### src/hw/rtl/fspe_pkg.sv
// Shared types and codes of the filtered shortest path engine.
// Used by the controller, the datapath and the top level; depends on nothing.
`default_nettype none

package fspe_pkg;

  localparam logic [1:0] MODE_ADD_NODE = 2'd0;
  localparam logic [1:0] MODE_ADD_EDGE = 2'd1;
  localparam logic [1:0] MODE_SET_EN   = 2'd2;
  localparam logic [1:0] MODE_QUERY    = 2'd3;

  typedef enum logic [4:0] {
    CMD_NONE,
    CMD_LATCH,
    CMD_ADD_NODE,
    CMD_ADD_EDGE,
    CMD_EN_READ,
    CMD_EN_WRITE,
    CMD_SWEEP,
    CMD_Q_INIT,
    CMD_NOPATH,
    CMD_SCAN,
    CMD_SCAN_INIT,
    CMD_SETTLE,
    CMD_P_START,
    CMD_E_RD,
    CMD_E_CHK,
    CMD_E_UPD,
    CMD_P_PUSH,
    CMD_P_PRED,
    CMD_EMIT_RD,
    CMD_EMIT_OUT
  } cmd_t;

  typedef enum logic [4:0] {
    S_IDLE,
    S_ADD_NODE,
    S_ADD_EDGE,
    S_EN_RD,
    S_EN_WR,
    S_SWEEP,
    S_Q_INIT,
    S_NOPATH,
    S_SCAN,
    S_SETTLE,
    S_PATH_CHK,
    S_E_RD,
    S_E_CHK,
    S_E_UPD,
    S_P_PUSH,
    S_P_PRED,
    S_EMIT_RD,
    S_EMIT_OUT
  } state_t;

  typedef struct packed {
    logic out_free;
    logic sweep_last;
    logic ends_ok;
    logic scan_last;
    logic found;
    logic cur_is_goal;
    logic goal_reached;
    logic edge_end;
    logic edge_qual;
    logic path_more;
    logic emit_last;
  } dp_status_t;

endpackage

`default_nettype wire

### src/hw/rtl/fspe_ctrl.sv
// Controller state machine of the filtered shortest path engine.
// Depends on fspe_pkg; drives the datapath by commands and reads its status.
`default_nettype none

module fspe_ctrl
  import fspe_pkg::*;
(
  input  wire logic       clk,
  input  wire logic       rst,
  input  wire logic       in_valid,
  output logic            in_ready,
  input  wire logic [1:0] mode,
  input  wire dp_status_t status,
  output cmd_t            cmd
);

  state_t state, state_next;

  always_ff @(posedge clk) begin
    if (rst) begin
      state <= S_IDLE;
    end else begin
      state <= state_next;
    end
  end

  always_comb begin
    state_next = state;
    cmd = CMD_NONE;
    in_ready = 1'b0;
    unique case (state)
      S_IDLE: begin
        in_ready = 1'b1;
        if (in_valid) begin
          cmd = CMD_LATCH;
          unique case (mode)
            MODE_ADD_NODE: state_next = S_ADD_NODE;
            MODE_ADD_EDGE: state_next = S_ADD_EDGE;
            MODE_SET_EN:   state_next = S_EN_RD;
            MODE_QUERY:    state_next = S_SWEEP;
            default:       state_next = S_IDLE;
          endcase
        end
      end
      S_ADD_NODE: if (status.out_free) begin
        cmd = CMD_ADD_NODE; state_next = S_IDLE;
      end
      S_ADD_EDGE: if (status.out_free) begin
        cmd = CMD_ADD_EDGE; state_next = S_IDLE;
      end
      S_EN_RD: begin
        cmd = CMD_EN_READ; state_next = S_EN_WR;
      end
      S_EN_WR: if (status.out_free) begin
        cmd = CMD_EN_WRITE; state_next = S_IDLE;
      end
      S_SWEEP: begin
        cmd = CMD_SWEEP;
        if (status.sweep_last) state_next = S_Q_INIT;
      end
      S_Q_INIT: begin
        if (status.ends_ok) begin
          cmd = CMD_Q_INIT; state_next = S_SCAN;
        end else begin
          state_next = S_NOPATH;
        end
      end
      S_NOPATH: if (status.out_free) begin
        cmd = CMD_NOPATH; state_next = S_IDLE;
      end
      S_SCAN: begin
        cmd = CMD_SCAN;
        if (status.scan_last) state_next = S_SETTLE;
      end
      S_SETTLE: begin
        if (!status.found) begin
          state_next = S_PATH_CHK;
        end else begin
          cmd = CMD_SETTLE;
          state_next = status.cur_is_goal ? S_PATH_CHK : S_E_RD;
        end
      end
      S_PATH_CHK: begin
        if (status.goal_reached) begin
          cmd = CMD_P_START; state_next = S_P_PUSH;
        end else begin
          state_next = S_NOPATH;
        end
      end
      S_E_RD: begin
        if (status.edge_end) begin
          cmd = CMD_SCAN_INIT; state_next = S_SCAN;
        end else begin
          cmd = CMD_E_RD; state_next = S_E_CHK;
        end
      end
      S_E_CHK: begin
        if (status.edge_qual) begin
          cmd = CMD_E_CHK; state_next = S_E_UPD;
        end else begin
          state_next = S_E_RD;
        end
      end
      S_E_UPD: begin
        cmd = CMD_E_UPD; state_next = S_E_RD;
      end
      S_P_PUSH: begin
        cmd = CMD_P_PUSH;
        state_next = status.path_more ? S_P_PRED : S_EMIT_RD;
      end
      S_P_PRED: begin
        cmd = CMD_P_PRED; state_next = S_P_PUSH;
      end
      S_EMIT_RD: begin
        cmd = CMD_EMIT_RD; state_next = S_EMIT_OUT;
      end
      S_EMIT_OUT: if (status.out_free) begin
        cmd = CMD_EMIT_OUT;
        state_next = status.emit_last ? S_IDLE : S_EMIT_RD;
      end
      default: state_next = S_IDLE;
    endcase
  end

endmodule

`default_nettype wire

### config.mk
export PLATFORM = sky130hd
export DESIGN_NAME = fspe_ctrl
export DESIGN_NICKNAME = d
export VERILOG_FILES = /design/src/hw/rtl/fspe_pkg.sv /design/src/hw/rtl/fspe_ctrl.sv
export SDC_FILE = /design/constraint.sdc
export NUM_CORES = 1
export LEC_CHECK = 0
export BUFFER_PORTS_ARGS = -buffer_cell sky130_fd_sc_hd__clkbuf_2
export CAP_MARGIN = 10
export CORE_UTILIZATION = 56
export CTS_CLUSTER_DIAMETER = 200
export DETAILED_ROUTE_END_ITERATION = 10
export GPL_TIMING_DRIVEN = 0
export HOLD_SLACK_MARGIN = 0.08
export PLACE_DENSITY = 0.83
export SYNTH_ARGS = -nofsm -noshare
export SYNTH_HDL_FRONTEND = slang
export SYNTH_SLANG_ARGS = --single-unit
### constraint.sdc
create_clock -name clk -period 4.6 [get_ports clk]
set_input_delay 0.46 -clock clk [delete_from_list [all_inputs] [get_ports clk]]
set_output_delay 0.46 -clock clk [all_outputs]
set_load 0.05 [all_outputs]
==> report_table.html <==
<table>
<tr><th>Metric</th><th>Value</th></tr>
<tr><th colspan="2">Outcome</th></tr>
<tr><td>Result of the run</td><td>complete, no violations</td></tr>
<tr><th colspan="2">Finish</th></tr>
<tr><td>Largest regs</td><td>state x5</td></tr>
<tr><td>Post-Layout Cell Count</td><td>162</td></tr>
<tr><td>Layout cells sized above 1</td><td>24.5%</td></tr>
<tr><td>Number of inserted diodes</td><td>0</td></tr>
<tr><td>Number of flip-flops in the largest register</td><td>5</td></tr>
<tr><td>Commonest non-fill, non-tap cells in the layout</td><td>20 x sky130_fd_sc_hd__clkbuf_2, 12 x sky130_fd_sc_hd__nor2_1, 10 x sky130_fd_sc_hd__nand2_1</td></tr>
<tr><td>P&amp;R area growth vs syn</td><td>16.9%</td></tr>
<tr><td>Most common library cell in the layout ignoring fill and taps</td><td>sky130_fd_sc_hd__clkbuf_2</td></tr>
<tr><td>Final net count</td><td>166</td></tr>
<tr><td>Most flops, register</td><td>state</td></tr>
<tr><th colspan="2">Global route</th></tr>
<tr><td>Leftover overflow at the end of global routing</td><td>0</td></tr>
<tr><td>Wire length of the first global-routing pass</td><td>4040 um</td></tr>
<tr><td>Number of antenna violations at the first check in global routing</td><td>0</td></tr>
<tr><td>Largest net degree at the start of global routing</td><td>11</td></tr>
<tr><td>GRT Resource Usage Total</td><td>35.9%</td></tr>
<tr><td>Vias in the first global route</td><td>939</td></tr>
<tr><th colspan="2">Timing</th></tr>
<tr><td>Sum of negative setup slack</td><td>0 ns</td></tr>
<tr><td>Actual transition at the worst max-transition pin</td><td>0.550 ns</td></tr>
<tr><td>Least setup slack across all paths after layout</td><td>1.83 ns</td></tr>
<tr><td>Final worst clock skew</td><td>0.00891 ns</td></tr>
<tr><td>Fin. max-slew vios</td><td>0</td></tr>
<tr><td>Final period demand of the worst path</td><td>2.77 ns</td></tr>
<tr><td>Share of the clock period used by the worst path after layout</td><td>60.2%</td></tr>
<tr><td>RSZ-0062 raised after global routing</td><td>no</td></tr>
<tr><td>Highest achievable clock rate</td><td>0.361 GHz</td></tr>
<tr><td>Worst slew margin relative to its limit</td><td>62.4%</td></tr>
<tr><td>Final Hold Fails</td><td>0</td></tr>
<tr><td>Setup Viol. Count Final</td><td>0</td></tr>
<tr><th colspan="2">Place</th></tr>
<tr><td>Global placement routability congestion</td><td>0.942</td></tr>
<tr><td>I/O Buffers</td><td>20</td></tr>
<tr><td>Post-place setup slack</td><td>2.15 ns</td></tr>
<tr><td>Post-placement cell count</td><td>158</td></tr>
<tr><td>HPWL Detailed</td><td>1940 um</td></tr>
<tr><th colspan="2">Die</th></tr>
<tr><td>Die span in x</td><td>41.2 um</td></tr>
<tr><td>Height of the die</td><td>41.2 um</td></tr>
<tr><td>Starting density of the core</td><td>62.8%</td></tr>
<tr><td>Area of the placeable core</td><td>0.00137 mm^2</td></tr>
<tr><td>Die ar.</td><td>0.00169 mm^2</td></tr>
<tr><td>Number of placement rows</td><td>13</td></tr>
<tr><td>IO Pins</td><td>22</td></tr>
<tr><th colspan="2">Synth</th></tr>
<tr><td>Count of flip-flops with a built-in enable after synthesis</td><td>0</td></tr>
<tr><td>Warnings from Yosys</td><td>0</td></tr>
<tr><td>Syn Inst Count</td><td>123</td></tr>
<tr><td>Syn Area/Cell</td><td>6.98 um^2</td></tr>
<tr><td>Number of nets produced by synthesis</td><td>141</td></tr>
<tr><td>Yosys reg bits</td><td>5</td></tr>
<tr><td>Top FF cell, synth</td><td>sky130_fd_sc_hd__dfxtp_1</td></tr>
<tr><td>Distinct cell type count of the synthesized netlist</td><td>51</td></tr>
<tr><td>Netlist Area Pre-Place</td><td>858 um^2</td></tr>
<tr><td>Share of flip-flops with an asynchronous set or reset</td><td>0%</td></tr>
<tr><td>Share of synthesized area occupied by flip-flops and latches</td><td>11.7%</td></tr>
<tr><th colspan="2">Clock tree</th></tr>
<tr><td>H-tree levels</td><td>1</td></tr>
<tr><td>Clock Root Buffer</td><td>sky130_fd_sc_hd__clkbuf_4</td></tr>
<tr><td>Longest Clk Path Bufs</td><td>2</td></tr>
<tr><td>CTS Buf Count</td><td>3</td></tr>
<tr><td>Quantity of gates resized following cts</td><td>0</td></tr>
<tr><td>Setup repair bufs after CTS</td><td>0</td></tr>
<tr><td>Hold_buf cts</td><td>0</td></tr>
<tr><td>TritonCTS clock tree</td><td>built</td></tr>
<tr><td>Clock transition at the registers of the reported paths</td><td>0.06 ns</td></tr>
<tr><td>Clock insertion delay at the later pin of the skew report</td><td>0.25 ns</td></tr>
<tr><td>Clock sink count</td><td>5</td></tr>
<tr><th colspan="2">Drt</th></tr>
<tr><td>Final Routed Wirelength</td><td>2790 um</td></tr>
<tr><td>Pre-Repair DR Iteration Count</td><td>6</td></tr>
<tr><td>Initial detailed-routing violation count</td><td>92</td></tr>
<tr><td>Vias per inst</td><td>6.93</td></tr>
<tr><td>Count of nets left with antenna violations after detail routing</td><td>0</td></tr>
<tr><td>DRC violation count after routing</td><td>0</td></tr>
<tr><td>DR vias</td><td>1123</td></tr>
<tr><td>Average wire per standard cell</td><td>17.2 um</td></tr>
<tr><th colspan="2">Setup path</th></tr>
<tr><td>Worst r2r path cells</td><td>6</td></tr>
<tr><td>Startpoint of the worst-slack reg-to-reg timing path</td><td>state[2]</td></tr>
<tr><td>Endpoint arrival time on the critical path</td><td>2.31 ns</td></tr>
<tr><td>Worst reg2reg path endpoint</td><td>state[2]</td></tr>
<tr><td>Endpoint required time on the critical path</td><td>4.14 ns</td></tr>
<tr><td>Worst Path Max Fanout</td><td>10</td></tr>
<tr><td>Path type of the worst setup path</td><td>reg -&gt; out</td></tr>
<tr><td>Flop2flop setup slack</td><td>2.64 ns</td></tr>
<tr><td>Endpoint kind of the worst setup timing path</td><td>primary output</td></tr>
<tr><td>Startpoint class of the critical path</td><td>register</td></tr>
<tr><th colspan="2">Worst hold path</th></tr>
<tr><td>Start point of the worst hold path</td><td>rst</td></tr>
<tr><td>Endpoint, Worst Hold</td><td>state[3]</td></tr>
<tr><td>Cell count of the worst hold path</td><td>2</td></tr>
<tr><td>HP Class</td><td>in -&gt; reg</td></tr>
<tr><th colspan="2">Power</th></tr>
<tr><td>Power per Cell Area</td><td>576 mW/mm^2</td></tr>
<tr><td>Cell leakage power</td><td>0.417 nW</td></tr>
<tr><td>Maximum resistive drop on vdd</td><td>0.000286 V</td></tr>
<tr><th colspan="2">Job</th></tr>
<tr><td>Number of max-cap violations</td><td>0</td></tr>
</table>
layer usage:
| metal | routed length [um] | track usage (%) |
|---|---|---|
| met1 | 1120 | 42.1 |
| met2 | 1250 | 60.2 |
| met4 | 85 | 16.9 |
| met3 | 326 | 9.24 |
| met5 | 0 | 0 |
worst max-delay path, cell delays in order (launching register included):
cell	delay, ns
sky130_fd_sc_hd__dfxtp_1	0.30
sky130_fd_sc_hd__buf_2	0.17
sky130_fd_sc_hd__clkbuf_1	0.38
sky130_fd_sc_hd__buf_2	0.31
sky130_fd_sc_hd__mux2_2	0.36
sky130_fd_sc_hd__a32oi_1	0.21
sky130_fd_sc_hd__nand2_1	0.08
sky130_fd_sc_hd__clkbuf_2	0.23
Yosys cell counts (all sizes together), types with 2 or more instances:
master   number  share of area, %
nor2         12               5.2
nand2        10               4.4
buf           9               6.6
a21oi         7               4.5
inv           6               2.6
nor2b         6               4.4
a32oi         5               5.1
dfxtp         5                12
o21ai         5               2.9
o31ai         4               3.5
clkbuf        3               1.3
nand2b        3               2.2
nand3         3               1.7
nor4b         3               3.1
a2111oi       2               2.2
a31oi         2               1.5
a41oi         2               2.0
ha            2               2.9
mux2i         2               2.3
nand4         2               1.5
nor4          2               2.2
o221ai        2               2.0
o22ai         2               1.5
o31a          2               2.0
or3           2               1.5
power breakdown:
part	internal, W	switching, W	total, W
Sequential	0.0000555	0.0000154	0.0000709
Clock	0.0000331	0.0000232	0.0000564
Combinational	0.000148	0.000303	0.000450
metrics by stage:
stage	utilization (%)	total power (W)	hold slack (ns)	area (um^2)
6_report	73.4	0.000578	0.486	1000
2_1_floorplan	-	0.000414	0.539	858
3_5_place_dp	71.5	0.000506	0.736	977
5_1_grt	73.4	0.000615	0.497	1000
4_1_cts	73.4	0.000565	0.481	1000
3_3_place_gp	71.5	0.000504	0.726	977
worst max path at each step:
stage / cells past startpoint / startpoint / endpoint / slack, ns
3_3_place_gp: 7 / state[1] / cmd[1] / 2.18
3_5_place_dp: 7 / state[1] / cmd[2] / 2.15
5_1_grt: 7 / state[1] / cmd[0] / 1.70
4_1_cts: 7 / state[1] / cmd[2] / 1.88
2_1_floorplan: 6 / state[3] / cmd[2] / 1.36
6_report: 7 / state[1] / cmd[1] / 1.83
cell type report:
cell class	instances	area (um^2)
repair buffers	20	100
well taps	15	18.8
plain buffers	12	67.6
flip-flops and latches	5	100
clock buffers	4	26.3
fillers	109	363
inverters	7	26.3
multi-input cells	99	664
cells by family (layout without fill, tap and decap cells):
family,count (synthesis),in the layout,share of synthesized area (%)
flops,5,5,11.7
buf+inv,19,43,10.9
mux,3,3,3.64
compound gates,41,41,35.7
fa+ha+maj,2,2,2.91
simple gates,53,53,35.1
Power figures use the tool's default switching activity.
